==> config.mk <==
export PLATFORM = sky130hd
export DESIGN_NAME = lcd_text_write_queue
export DESIGN_NICKNAME = d
export VERILOG_FILES = /design/src/sv/lcdq_pkg.sv /design/src/sv/lcdq_ram.sv /design/src/sv/lcdq_ctrl.sv /design/src/sv/lcdq_dpath.sv /design/src/sv/lcd_text_write_queue.sv
export SDC_FILE = /design/constraint.sdc
export NUM_CORES = 1
export LEC_CHECK = 0
export ABC_AREA = 1
export BUFFER_PORTS_ARGS = -buffer_cell sky130_fd_sc_hd__buf_2
export CORE_ASPECT_RATIO = 1.1
export CORE_MARGIN = 2
export CORE_UTILIZATION = 35
export DETAILED_ROUTE_END_ITERATION = 8
export PLACE_DENSITY_LB_ADDON = 0.2
export SYNTH_ARGS = -nofsm -noshare
export SYNTH_HDL_FRONTEND = slang
export SYNTH_HIERARCHICAL = 1
export SYNTH_SLANG_ARGS = --single-unit
==> constraint.sdc <==
create_clock -name clk -period 4.45 [get_ports clk]
set_input_delay 0 -clock clk [delete_from_list [all_inputs] [get_ports clk]]
set_output_delay 0 -clock clk [all_outputs]
set_load 0.01 [all_outputs]
==> src/sv/lcdq_pkg.sv <==
`default_nettype none
// ---------------------------------------------------------------------------
// lcdq_pkg
// Shared types and constants for the character-LCD write queue.
// ---------------------------------------------------------------------------
package lcdq_pkg;

  // Request status codes
  typedef enum logic [1:0] {
    ST_OK   = 2'd0,
    ST_BAD  = 2'd1,
    ST_BUSY = 2'd2,
    ST_FULL = 2'd3
  } lcdq_status_t;

  // Result kinds
  localparam logic KIND_STATUS = 1'b0;
  localparam logic KIND_WRITE  = 1'b1;

  // Item function
  localparam logic FUNC_CHAR = 1'b0;
  localparam logic FUNC_TICK = 1'b1;

  // Register select
  localparam logic RS_CMD  = 1'b0;
  localparam logic RS_DATA = 1'b1;

  // DDRAM address command
  localparam logic [7:0] ADDR_CMD_BASE = 8'h80;
  localparam logic [7:0] ROW2_OFFSET   = 8'h40;
  localparam logic [7:0] MAX_COLUMN    = 8'd40;
  localparam logic [7:0] ROW_ONE       = 8'd1;
  localparam logic [7:0] ROW_TWO       = 8'd2;

  typedef enum logic [2:0] {
    S_IDLE,
    S_DECODE,
    S_SEND,
    S_CHAR,
    S_OUT
  } lcdq_state_t;

  // Controller -> datapath
  typedef struct packed {
    logic capture;   // latch input word
    logic do_first;  // row/column check, address command push
    logic do_char;   // character push, status result on last
    logic do_send;   // load LCD write result from queue
  } lcdq_cmd_t;

  // Datapath -> controller
  typedef struct packed {
    logic is_tick;
    logic can_send;
    logic first;
    logic in_request;
    logic last;
  } lcdq_stat_t;

endpackage : lcdq_pkg
`default_nettype wire

==> src/sv/lcdq_ram.sv <==
`default_nettype none
// ---------------------------------------------------------------------------
// lcdq_ram
// Simple dual-port RAM, one write and one registered read port.
// ---------------------------------------------------------------------------
module lcdq_ram #(
  parameter int WIDTH = 9,
  parameter int DEPTH = 24
) (
  input  wire logic                     clk,
  input  wire logic                     wr_en,
  input  wire logic [$clog2(DEPTH)-1:0] wr_addr,
  input  wire logic [WIDTH-1:0]         wr_data,
  input  wire logic [$clog2(DEPTH)-1:0] rd_addr,
  output logic      [WIDTH-1:0]         rd_data
);

  logic [WIDTH-1:0] mem [DEPTH];

  always_ff @(posedge clk) begin
    if (wr_en) begin
      mem[wr_addr] <= wr_data;
    end
    rd_data <= mem[rd_addr];
  end

endmodule : lcdq_ram
`default_nettype wire

==> src/sv/lcdq_ctrl.sv <==
`default_nettype none
// ---------------------------------------------------------------------------
// lcdq_ctrl
// Sequencer: steps each accepted word through decode, push or send, and
// result hand-off.
// ---------------------------------------------------------------------------
module lcdq_ctrl (
  input  wire logic                clk,
  input  wire logic                rst,
  input  wire logic                in_valid,
  output logic                     in_ready,
  output logic                     out_valid,
  input  wire logic                out_ready,
  input  wire lcdq_pkg::lcdq_stat_t stat,
  output lcdq_pkg::lcdq_cmd_t      cmd
);
  import lcdq_pkg::*;

  lcdq_state_t state, state_next;

  always_ff @(posedge clk) begin
    if (rst) begin
      state <= S_IDLE;
    end else begin
      state <= state_next;
    end
  end

  always_comb begin
    state_next = state;
    case (state)
      S_IDLE: begin
        if (in_valid) state_next = S_DECODE;
      end
      S_DECODE: begin
        if (stat.is_tick) begin
          state_next = stat.can_send ? S_SEND : S_IDLE;
        end else if (stat.first || stat.in_request) begin
          state_next = S_CHAR;
        end else begin
          state_next = S_IDLE;   // stray character word
        end
      end
      S_SEND:  state_next = S_OUT;
      S_CHAR:  state_next = stat.last ? S_OUT : S_IDLE;
      S_OUT: begin
        if (out_ready) state_next = S_IDLE;
      end
      default: state_next = S_IDLE;
    endcase
  end

  always_comb begin
    cmd       = '0;
    in_ready  = 1'b0;
    out_valid = 1'b0;
    case (state)
      S_IDLE: begin
        in_ready    = 1'b1;
        cmd.capture = in_valid;
      end
      S_DECODE: cmd.do_first = !stat.is_tick && stat.first;
      S_SEND:   cmd.do_send  = 1'b1;
      S_CHAR:   cmd.do_char  = 1'b1;
      S_OUT:    out_valid    = 1'b1;
      default: begin
        cmd = '0;
      end
    endcase
  end

endmodule : lcdq_ctrl
`default_nettype wire

==> src/sv/lcdq_dpath.sv <==
`default_nettype none
// ---------------------------------------------------------------------------
// lcdq_dpath
// Input word register, queue RAM and pointers, tick check and result
// register.
// ---------------------------------------------------------------------------
module lcdq_dpath #(
  parameter int QUEUE_DEPTH = 24
) (
  input  wire logic                clk,
  input  wire logic                rst,
  input  wire lcdq_pkg::lcdq_cmd_t cmd,
  output lcdq_pkg::lcdq_stat_t     stat,
  input  wire logic                func,
  input  wire logic [7:0]          row,
  input  wire logic [7:0]          column,
  input  wire logic [7:0]          char_code,
  input  wire logic                has_char,
  input  wire logic                first,
  input  wire logic                last,
  input  wire logic [15:0]         tick_now,
  output logic                     kind,
  output logic [1:0]               status,
  output logic                     busy_res,
  output logic                     lcd_rs,
  output logic [7:0]               lcd_data
);
  import lcdq_pkg::*;

  localparam int IW = $clog2(QUEUE_DEPTH);
  localparam int CW = $clog2(QUEUE_DEPTH + 1);
  localparam logic [CW-1:0] DEPTH_C = CW'(QUEUE_DEPTH);
  localparam logic [CW-1:0] ONE_C   = CW'(1);

  // captured input word
  logic        w_func, w_has_char, w_first, w_last;
  logic [7:0]  w_row, w_column, w_char;
  logic [15:0] w_tick;

  // queue control state
  logic [CW-1:0] queue_length, queue_length_next;
  logic [CW-1:0] send_position, send_position_next;
  logic [15:0]   next_send_tick, next_send_tick_next;
  lcdq_status_t  request_status, request_status_next;
  logic          in_request, in_request_next;

  // RAM ports
  logic          wr_en;
  logic [IW-1:0] wr_addr;
  logic [8:0]    wr_data;
  logic [8:0]    rd_data;

  logic [15:0] tick_diff;
  logic        bad_pos;
  logic [7:0]  addr_cmd;
  logic [CW-1:0] send_inc;

  // result register
  logic         res_kind, res_busy, res_rs;
  lcdq_status_t res_status;
  logic [7:0]   res_data;

  lcdq_ram #(
    .WIDTH(9),
    .DEPTH(QUEUE_DEPTH)
  ) u_ram (
    .clk    (clk),
    .wr_en  (wr_en),
    .wr_addr(wr_addr),
    .wr_data(wr_data),
    .rd_addr(send_position[IW-1:0]),
    .rd_data(rd_data)
  );

  always_ff @(posedge clk) begin
    if (cmd.capture) begin
      w_func     <= func;
      w_row      <= row;
      w_column   <= column;
      w_char     <= char_code;
      w_has_char <= has_char;
      w_first    <= first;
      w_last     <= last;
      w_tick     <= tick_now;
    end
  end

  assign tick_diff = w_tick - next_send_tick;
  assign bad_pos   = (w_row != ROW_ONE && w_row != ROW_TWO) ||
                     (w_column == 8'd0) || (w_column > MAX_COLUMN);
  assign addr_cmd  = ADDR_CMD_BASE + w_column - 8'd1 +
                     ((w_row == ROW_TWO) ? ROW2_OFFSET : 8'd0);
  assign send_inc  = send_position + ONE_C;

  always_comb begin
    stat.is_tick    = (w_func == FUNC_TICK);
    stat.can_send   = (send_position < queue_length) && !tick_diff[15];
    stat.first      = w_first;
    stat.in_request = in_request;
    stat.last       = w_last;
  end

  always_comb begin
    queue_length_next   = queue_length;
    send_position_next  = send_position;
    next_send_tick_next = next_send_tick;
    request_status_next = request_status;
    in_request_next     = in_request;
    wr_en   = 1'b0;
    wr_addr = queue_length[IW-1:0];
    wr_data = {RS_DATA, w_char};

    if (cmd.do_first) begin
      in_request_next = 1'b1;
      if (bad_pos) begin
        request_status_next = ST_BAD;
      end else if (queue_length != '0) begin
        request_status_next = ST_BUSY;
      end else begin
        // empty queue, depth is at least two: the command always fits
        wr_en               = 1'b1;
        wr_addr             = '0;
        wr_data             = {RS_CMD, addr_cmd};
        queue_length_next   = ONE_C;
        send_position_next  = '0;
        request_status_next = ST_OK;
      end
    end

    if (cmd.do_char) begin
      if (w_has_char && request_status == ST_OK) begin
        if (queue_length < DEPTH_C) begin
          wr_en             = 1'b1;
          queue_length_next = queue_length + ONE_C;
        end else begin
          request_status_next = ST_FULL;
        end
      end
      if (w_last) in_request_next = 1'b0;
    end

    if (cmd.do_send) begin
      next_send_tick_next = w_tick + 16'd1;
      if (send_inc >= queue_length) begin
        queue_length_next  = '0;
        send_position_next = '0;
      end else begin
        send_position_next = send_inc;
      end
    end
  end

  always_ff @(posedge clk) begin
    if (rst) begin
      queue_length   <= '0;
      send_position  <= '0;
      next_send_tick <= '0;
      request_status <= ST_OK;
      in_request     <= 1'b0;
    end else begin
      queue_length   <= queue_length_next;
      send_position  <= send_position_next;
      next_send_tick <= next_send_tick_next;
      request_status <= request_status_next;
      in_request     <= in_request_next;
    end
  end

  always_ff @(posedge clk) begin
    if (cmd.do_send) begin
      res_kind   <= KIND_WRITE;
      res_status <= ST_OK;
      res_busy   <= (send_position_next < queue_length_next);
      res_rs     <= rd_data[8];
      res_data   <= rd_data[7:0];
    end else if (cmd.do_char && w_last) begin
      res_kind   <= KIND_STATUS;
      res_status <= request_status_next;
      res_busy   <= (send_position_next < queue_length_next);
      res_rs     <= RS_CMD;
      res_data   <= 8'd0;
    end
  end

  assign kind     = res_kind;
  assign status   = res_status;
  assign busy_res = res_busy;
  assign lcd_rs   = res_rs;
  assign lcd_data = res_data;

endmodule : lcdq_dpath
`default_nettype wire

==> src/sv/lcd_text_write_queue.sv <==
`default_nettype none
// ---------------------------------------------------------------------------
// lcd_text_write_queue
// Character-LCD write queue: text requests fill a queue of address and
// character entries, tick words drain it one LCD write at a time.
// ---------------------------------------------------------------------------
//
//  channel | handshake            | payload
//  --------+----------------------+--------------------------------------------
//  in      | in_valid / in_ready  | func row column char_code has_char first
//          |                      | last tick_now
//  out     | out_valid / out_ready| kind status busy_res lcd_rs lcd_data
//
// Flow: a word is taken in IDLE and decoded the cycle after. A character
// word passes capture, request check and character push; a tick that
// sends passes capture, queue RAM read and result load. A word with a result
// then holds the result register until out_ready, so one word is in work at
// a time; the queue RAM's registered read port sets the send path length.
// A word with no result (stray character, tick with nothing due) frees the
// input once it is decoded.
// Reset (rst, synchronous) empties the queue pointers, clears the request
// state and the tick limit; RAM contents are not cleared and not needed.
// Stalls: in_ready is low from capture until the word, and any result, is done.
//
module lcd_text_write_queue #(
  parameter int QUEUE_DEPTH = 24   // queue entries, 2..255
) (
  input  wire logic        clk,
  input  wire logic        rst,
  // input words
  input  wire logic        in_valid,
  output logic             in_ready,
  input  wire logic        func,
  input  wire logic [7:0]  row,
  input  wire logic [7:0]  column,
  input  wire logic [7:0]  char_code,
  input  wire logic        has_char,
  input  wire logic        first,
  input  wire logic        last,
  input  wire logic [15:0] tick_now,
  // result words
  output logic             out_valid,
  input  wire logic        out_ready,
  output logic             kind,
  output logic [1:0]       status,
  output logic             busy_res,
  output logic             lcd_rs,
  output logic [7:0]       lcd_data
);
  import lcdq_pkg::*;

  lcdq_cmd_t  cmd;
  lcdq_stat_t stat;

  // sequencer
  lcdq_ctrl u_ctrl (
    .clk      (clk),
    .rst      (rst),
    .in_valid (in_valid),
    .in_ready (in_ready),
    .out_valid(out_valid),
    .out_ready(out_ready),
    .stat     (stat),
    .cmd      (cmd)
  );

  // queue, pointers, tick check, result register
  lcdq_dpath #(
    .QUEUE_DEPTH(QUEUE_DEPTH)
  ) u_dpath (
    .clk      (clk),
    .rst      (rst),
    .cmd      (cmd),
    .stat     (stat),
    .func     (func),
    .row      (row),
    .column   (column),
    .char_code(char_code),
    .has_char (has_char),
    .first    (first),
    .last     (last),
    .tick_now (tick_now),
    .kind     (kind),
    .status   (status),
    .busy_res (busy_res),
    .lcd_rs   (lcd_rs),
    .lcd_data (lcd_data)
  );

endmodule : lcd_text_write_queue
`default_nettype wire

==> flow_summary.json, run 1 <==
{
  "fill_cells": 3806,
  "drive_gt1_share_pct": 10.2,
  "final_nets": 1596,
  "cts_root_buf": "clkbuf_16",
  "crit_path_end_kind": "flip-flop",
  "gp_congestion": 0.850,
  "rows": 77,
  "start_util_pct": 35.5,
  "power.total_mw": 6.07,
  "grt_pass1_vias": 9729,
  "layout_setup_ws_ns": 0.871,
  "hold_viol": 0,
  "synth-main-ff-cell": "edfxtp_1",
  "worst-slew-pin-transition_ns": 1.03,
  "grt_pass1_wl_um": 52700,
  "synthCells": 1397,
  "antenna-diode-count": 0,
  "postRouteAntennaNets": 0,
  "pre_cts_ws_ns": 0.837,
  "via_per_inst": 4.78,
  "max_cap_violations": 0,
  "wirelength_um": 33500,
  "start_kind": "flip-flop",
  "vias": 9747,
  "drt-initial-drc-count": 665,
  "skew_ns": 0.0282,
  "outcome": "finished clean",
  "die_height_um": 216,
  "ir_worst_vdd_mv": 0.303,
  "netlist_area_um2": 14200,
  "cpPeakStageDelay_ns": 0.75,
  "rsz0062_at_grt": "no",
  "crit_buf_inv": 3,
  "yosysTopAreaCell": "edfxtp_1",
  "syn-num-nets": 1491,
  "postSynth.asyncResetShare_pct": 0,
  "synth_enable_flop_cells": 270,
  "die_w_um": 196,
  "dieArea_um2": 42300,
  "drtPass1Iterations": 7,
  "cts_buffers": 31,
  "fin_setup_tns_ns": 0,
  "htreeDepth": 1,
  "ios": 63,
  "postCtsSetupBuffers": 0,
  "antenna_found_initial": 0,
  "grt_overflow": 0,
  "drc": 0,
  "crit_chain": "nor2_2 > inv_2 > nor3_1 > inv_1 > nor2_1 > nand3_1 > nor2_2 > nand2_1 > buf_4 > nand2_1 > nand3b_1 > nor2_1",
  "clk_pin_slew_ns": 0.06,
  "ctsLongestPathBuffers": 3,
  "syn_avg_cell_area_um2": 10.2,
  "crit_family": "simple AND/OR/NAND/NOR gates",
  "cp.required_ns": 4.65,
  "grt_start_max_net_pins": 96,
  "finalSetupViolCount": 0,
  "post-route-period-util_pct": 80.4,
  "cp_slowest_cell": "nor2_1",
  "use_met1_pct": 20.0,
  "crit_arrival_ns": 3.78,
  "port_buffers": 62,
  "numClockSinks": 314,
  "power.leakage_nw": 6.76,
  "design_area_um2": 16500,
  "max_slew_margin_pct": 31.7,
  "cp_max_fo": 34,
  "hp-class": "in -> reg",
  "dpl_cell_area_um2": 15100,
  "final_cells": 2039,
  "ys_seq_area_share_pct": 63.1,
  "cts_tree": "done",
  "place_inst": 1934,
  "crit_type": "reg -> reg",
  "core_um2": 40200,
  "ys_ff_latch": 314,
  "slew_violations": 0,
  "grt_use_met3_pct": 1.73,
  "power_density_nw_per_um2": 369,
  "wl_per_cell_um": 16.4,
  "yosysUniqueCellTypes": 40,
  "ys_warn_count": 6,
  "min_period_ns": 3.58,
  "fmax_mhz": 279,
  "hpwl_um": 21400,
  "clk_latency_ns": 0.57,
  "grt_use_met2_pct": 28.3,
  "synth_top_cell_area_share_pct": 56.9,
  "area_growth_pct": 15.7,
  "grt_busiest_layer": "met2",
  "synth_area_leaders": "edfxtp_1 57%, nand2_1 8.0%, dfxtp_1 6.2%",
  "track_usage_pct": 15.9
}
cells in the mapped netlist, drive strengths merged (3+ instances only):
| cell | count |
|---|---|
| nand2 | 304 |
| edfxtp | 270 |
| inv | 206 |
| nand3 | 153 |
| nor2 | 129 |
| o21ai | 66 |
| buf | 46 |
| ha | 45 |
| dfxtp | 44 |
| a21oi | 40 |
| o211ai | 24 |
| xor2 | 12 |
| nand4 | 11 |
| clkbuf | 10 |
| nor3 | 9 |
| xnor2 | 6 |
| a31oi | 4 |
| clkinv | 4 |
| or2 | 3 |
where the power goes:
part | leakage (nW) | internal (mW) | switching [mW] | total [mW]
Clock | 0.462 | 1.39 | 1.06 | 2.45
Sequential | 2.87 | 3.26 | 0.0357 | 3.30
Combinational | 3.42 | 0.125 | 0.205 | 0.330
Total | 6.76 | 4.77 | 1.30 | 6.07
through the flow:
step                      hold WS [ns]  utilization [%]
after detailed placement         0.178             37.5
after floorplan                 0.0691                -
after global placement           0.177             37.5
final                            0.132             41.0
after CTS                        0.107             41.0
after global routing             0.110             41.0
timing repair:
action,in CTS,in global routing
gates resized for setup,0,0
hold endpoints to repair,76,0
hold buffers,48,0
worst paths after layout:
check                           slack, ns            start                       to  cells after the start
worst max register to register       0.87  u_ctrl/state[1]  u_dpath/u_ram/mem[8][7]                     12
worst min-delay path                 0.13        column[4]      u_dpath/w_column[4]                      2
worst min register to register       0.45     u_dpath/kind             u_dpath/kind                      2
worst max-delay path                 0.87  u_ctrl/state[1]  u_dpath/u_ram/mem[8][7]                     12
routing by layer:
layer / vias up / part of all wire, %
li1: 4862 / -
met1: 4587 / 43
met2: 237 / 50
met3: 61 / 4.4
met4: 0 / 3.0
met5: - / 0
worst reg2reg max path: stages (launching register included):
cell and delay, ns:
dfxtp_1 0.34, nor2_2 0.20, inv_2 0.06, nor3_1 0.38, inv_1 0.15, nor2_1 0.13
nand3_1 0.11, nor2_2 0.14, nand2_1 0.10, buf_4 0.28, nand2_1 0.17, nand3b_1 0.39
nor2_1 0.75
state kept, by name, summed over array words and instances, names as in the netlist, 2 cells and up:
| signal | count |
|---|---|
| u_dpath/lcd_data | 8 |
| u_dpath/queue_length | 5 |
| u_dpath/u_ram/rd_data | 9 |
| u_dpath/w_column | 8 |
| u_dpath/u_ram/mem | 216 |
| u_dpath/w_tick | 16 |
| u_dpath/status | 2 |
| u_dpath/next_send_tick | 16 |
| u_dpath/send_position | 5 |
| u_dpath/w_char | 8 |
| u_ctrl/state | 3 |
| u_dpath/request_status | 2 |
| u_dpath/w_row | 8 |
layout by cell type (no fill, tap or decap), types with 6 or more instances in the layout:
master / synthesis / routed
nand3_1: 150 / 150
buf_4: 6 / 18
o21ai_1: 19 / 15
dlygate4sd3_1: 0 / 48
xor2_1: 12 / 12
nor2_2: 6 / 7
clkbuf_1: 10 / 15
o211ai_1: 24 / 24
inv_1: 197 / 197
nor2_1: 123 / 121
a21oi_1: 40 / 39
ha_1: 45 / 45
o21ai_0: 47 / 46
dfxtp_1: 44 / 42
edfxtp_1: 270 / 270
clkbuf_16: 0 / 31
nand2_1: 304 / 304
xnor2_1: 6 / 6
nand4_1: 11 / 11
clkbuf_8: 0 / 6
inv_2: 7 / 7
nor3_1: 6 / 6
buf_2: 31 / 62
cell type report:
class                           count  area, um2  share of cell area, %
Sequential cell                   314       8990                   54.6
Multi-Input combinational cell    817       4190                   25.4
Timing Repair Buffer              128        926                   5.62
Clock buffer                       52        915                   5.55
Inverter                          210        793                   4.81
Tap cell                          513        642                   3.89
Clock inverter                      5       25.0                  0.152
cells by family (layout without fill, tap and decap cells):
| group | count (synthesis) | after routing | share of synthesized area, % |
|---|---|---|---|
| DFF | 314 | 314 | 63.1 |
| AOI/OAI and AO/OA | 140 | 140 | 5.48 |
| buffers and inverters | 266 | 395 | 7.84 |
| xor gates and xnor gates | 18 | 18 | 1.11 |
| and+or+nand+nor | 612 | 612 | 18.3 |
| adders and majority gates | 46 | 46 | 4.09 |
| muxes | 1 | 1 | 0.0790 |
(Power assumes the default switching activity.)
==> run 2, diff against run 1 <==
Settings changed: ABC_AREA 1 to 0.
Clock period 4.45 ns to 3.7 ns, I/O delays scaled along.
==> run 2 against run 1 <==
Setup slack got worse by 0.62 ns. Hold slack got worse by 0.11 ns. Largest power group unchanged. Critical path type unchanged. Clock skew fell by 0.0083 ns. Non-clock buffer count rose by 23. Maximum frequency rose by 3.7%. Critical path depth fell by 2.
==> flow_summary.json, run 2 <==
{
  "outcome": "finished clean",
  "start_util_pct": 35.7,
  "synth_area_leaders": "edfxtp_1 61%, dfxtp_1 6.6%, mux4_2 6.1%",
  "gp_congestion": 0.745,
  "wl_per_cell_um": 18.7,
  "hold_ws_ns": 0.0256,
  "max_slew_margin_pct": 33.2,
  "ir_worst_vdd_mv": 0.379,
  "postSynth.asyncResetShare_pct": 0,
  "grt_pass1_vias": 7612,
  "cpPeakStageDelay_ns": 0.64,
  "port_buffers": 62,
  "ctsLongestPathBuffers": 3,
  "cts_buffers": 34,
  "cts_root_buf": "clkbuf_16",
  "clk_latency_ns": 0.53,
  "ys_warn_count": 6,
  "rows": 74,
  "wirelength_um": 28500,
  "netlist_area_um2": 13300,
  "synth-main-ff-cell": "edfxtp_1",
  "start_kind": "flip-flop",
  "fin_setup_tns_ns": 0,
  "area_growth_pct": 19.5,
  "crit_arrival_ns": 3.68,
  "min_period_ns": 3.45,
  "via_per_inst": 4.86,
  "largest_register": "u_dpath/u_ram/mem",
  "skew_ns": 0.0199,
  "vias": 7436,
  "power_density_nw_per_um2": 475,
  "grt_start_max_net_pins": 51,
  "slew_violations": 0,
  "crit_type": "reg -> reg",
  "die_height_um": 209,
  "hpwl_um": 17900,
  "clk_pin_slew_ns": 0.06,
  "final_nets": 1104,
  "fmax_mhz": 290,
  "place_inst": 1422,
  "synth_top_cell_area_share_pct": 60.8,
  "antenna_found_initial": 0,
  "final_cells": 1529,
  "layout_common_cells": "270 x edfxtp_1, 62 x buf_2, 59 x nor2_1",
  "layout_commonest_cell": "edfxtp_1",
  "yosysUniqueCellTypes": 63,
  "core_um2": 37300,
  "die_w_um": 190,
  "track_usage_pct": 14.7,
  "cp_slowest_cell": "or4_4",
  "dieArea_um2": 39700,
  "max_cap_violations": 0,
  "largest_reg_flops": 216,
  "post-route-period-util_pct": 93.3,
  "worst-slew-pin-transition_ns": 1.00,
  "synth_enable_flop_cells": 270,
  "rsz0062_at_grt": "no",
  "crit_path_end_kind": "flip-flop",
  "cp_max_fo": 17,
  "top_regs": "u_dpath/u_ram/mem: 216 flops, u_dpath/next_send_tick: 16 flops, u_dpath/w_tick: 16 flops",
  "crit_chain": "and2b_1 > nand2_1 > nor3_1 > nor3b_1 > o211ai_1 > or4_4 > and2_1 > or3b_2 > nor2_2 > buf_4",
  "drive_gt1_share_pct": 20.8,
  "ys_ff_latch": 314,
  "htreeDepth": 2,
  "grt_overflow": 0,
  "cts_tree": "done",
  "drtPass1Iterations": 5,
  "ios": 63,
  "drc": 0,
  "ys_seq_area_share_pct": 67.4,
  "synth_common_cells": "270 x edfxtp_1, 60 x nor2_1, 47 x mux2i_1, 47 x nand2_1, 45 x ha_1",
  "synth.most_common_cell": "edfxtp_1",
  "crit_family": "simple AND/OR/NAND/NOR gates",
  "finalSetupViolCount": 0,
  "syn-num-nets": 960,
  "syn_avg_cell_area_um2": 15.4,
  "yosysTopAreaCell": "edfxtp_1",
  "hold_viol": 0,
  "postRouteAntennaNets": 0,
  "numClockSinks": 314,
  "drt-initial-drc-count": 567,
  "hp-class": "in -> reg",
  "grt_pass1_wl_um": 44100,
  "power.leakage_nw": 5.41,
  "synthCells": 866,
  "crit_buf_inv": 1,
  "cp.required_ns": 3.93
}
## run 2: cell types whose count changed after synthesis, sizes merged, moves of 14 or more
cell    previous run  this run
buf               46        21
and2               0        17
nand2            304        47
inv              206        37
o21ai             66        21
mux4               0        36
a211oi             0        15
nand3            153        21
o211ai            24        10
a21oi             40        15
mux2i              0        47
nor2             129        60
## run 2: final timing paths
path	from	to	slack, ns	depth (start not counted)
setup / recovery	u_ctrl/state[0]	u_dpath/u_ram/mem[4][2]	0.25	10
hold / removal	rst	u_dpath/next_send_tick[1]	0.03	2
setup reg to reg	u_ctrl/state[0]	u_dpath/u_ram/mem[4][2]	0.25	10
hold reg to reg	u_dpath/next_send_tick[5]	u_dpath/next_send_tick[5]	0.48	2
## run 2: logic make-up after synthesis
| family | count (synthesis) | share of synthesized area (%) |
|---|---|---|
| AO/OA/AOI/OAI | 116 | 6.37 |
| XOR/XNOR | 20 | 1.31 |
| adder cells (fa/ha/maj) | 46 | 4.37 |
| buffers and inverters | 80 | 2.82 |
| flip-flops | 314 | 67.4 |
| multiplexers | 84 | 9.69 |
| AND/OR/NAND/NOR | 206 | 8.01 |
## run 2: worst register-to-register path: stages, from the launching register on
cell and delay (ns):
dfxtp_1 0.46, and2b_1 0.18, nand2_1 0.06, nor3_1 0.22
nor3b_1 0.23, o211ai_1 0.13, or4_4 0.64, and2_1 0.25
or3b_2 0.58, nor2_2 0.21, buf_4 0.20
## run 2: timing repair
action	in CTS	in global routing
hold buffers	46	0
buffers inserted	0	0
endpoints found under the setup margin	0	1
endpoints found under the hold margin	47	0
gates resized for setup	0	1
## run 2: power by group
group / total [mW] / internal [mW] / switching [mW]
registers: 3.94 / 3.90 / 0.0375
logic: 0.289 / 0.125 / 0.165
clock network: 3.34 / 1.97 / 1.37
## run 2: metrics by stage
step | area [um2] | setup WS (ns) | power, mW | utilization (%)
after floorplan | 13300 | 0.0143 | 4.16 | -
after global placement | 14400 | 0.296 | 4.27 | 38.5
after detailed placement | 14400 | 0.205 | 4.27 | 38.5
after CTS | 15900 | 0.171 | 7.67 | 42.7
after global routing | 15900 | 0.0244 | 7.84 | 42.7
final | 15900 | 0.249 | 7.57 | 42.7
## run 2: area by class of cell
class                   count  area [um2]
diodes                      1        2.50
flip-flops and latches    314        8990
clock inverters            18         188
inverters                  37         139
repair buffers            151        1090
well taps                 494         618
multi-input cells         472        3990
clock buffers              42         911
fillers                  3339       21400
## run 2: layer usage
metal  share of wire, %  up-vias  global-route usage, %
li1                   -     3613                      -
met1                 47     3634                   20.0
met2                 47      155                   24.1
met3                4.5       34                   2.55
met4                2.0        0                   4.28
met5                  0        -                      0
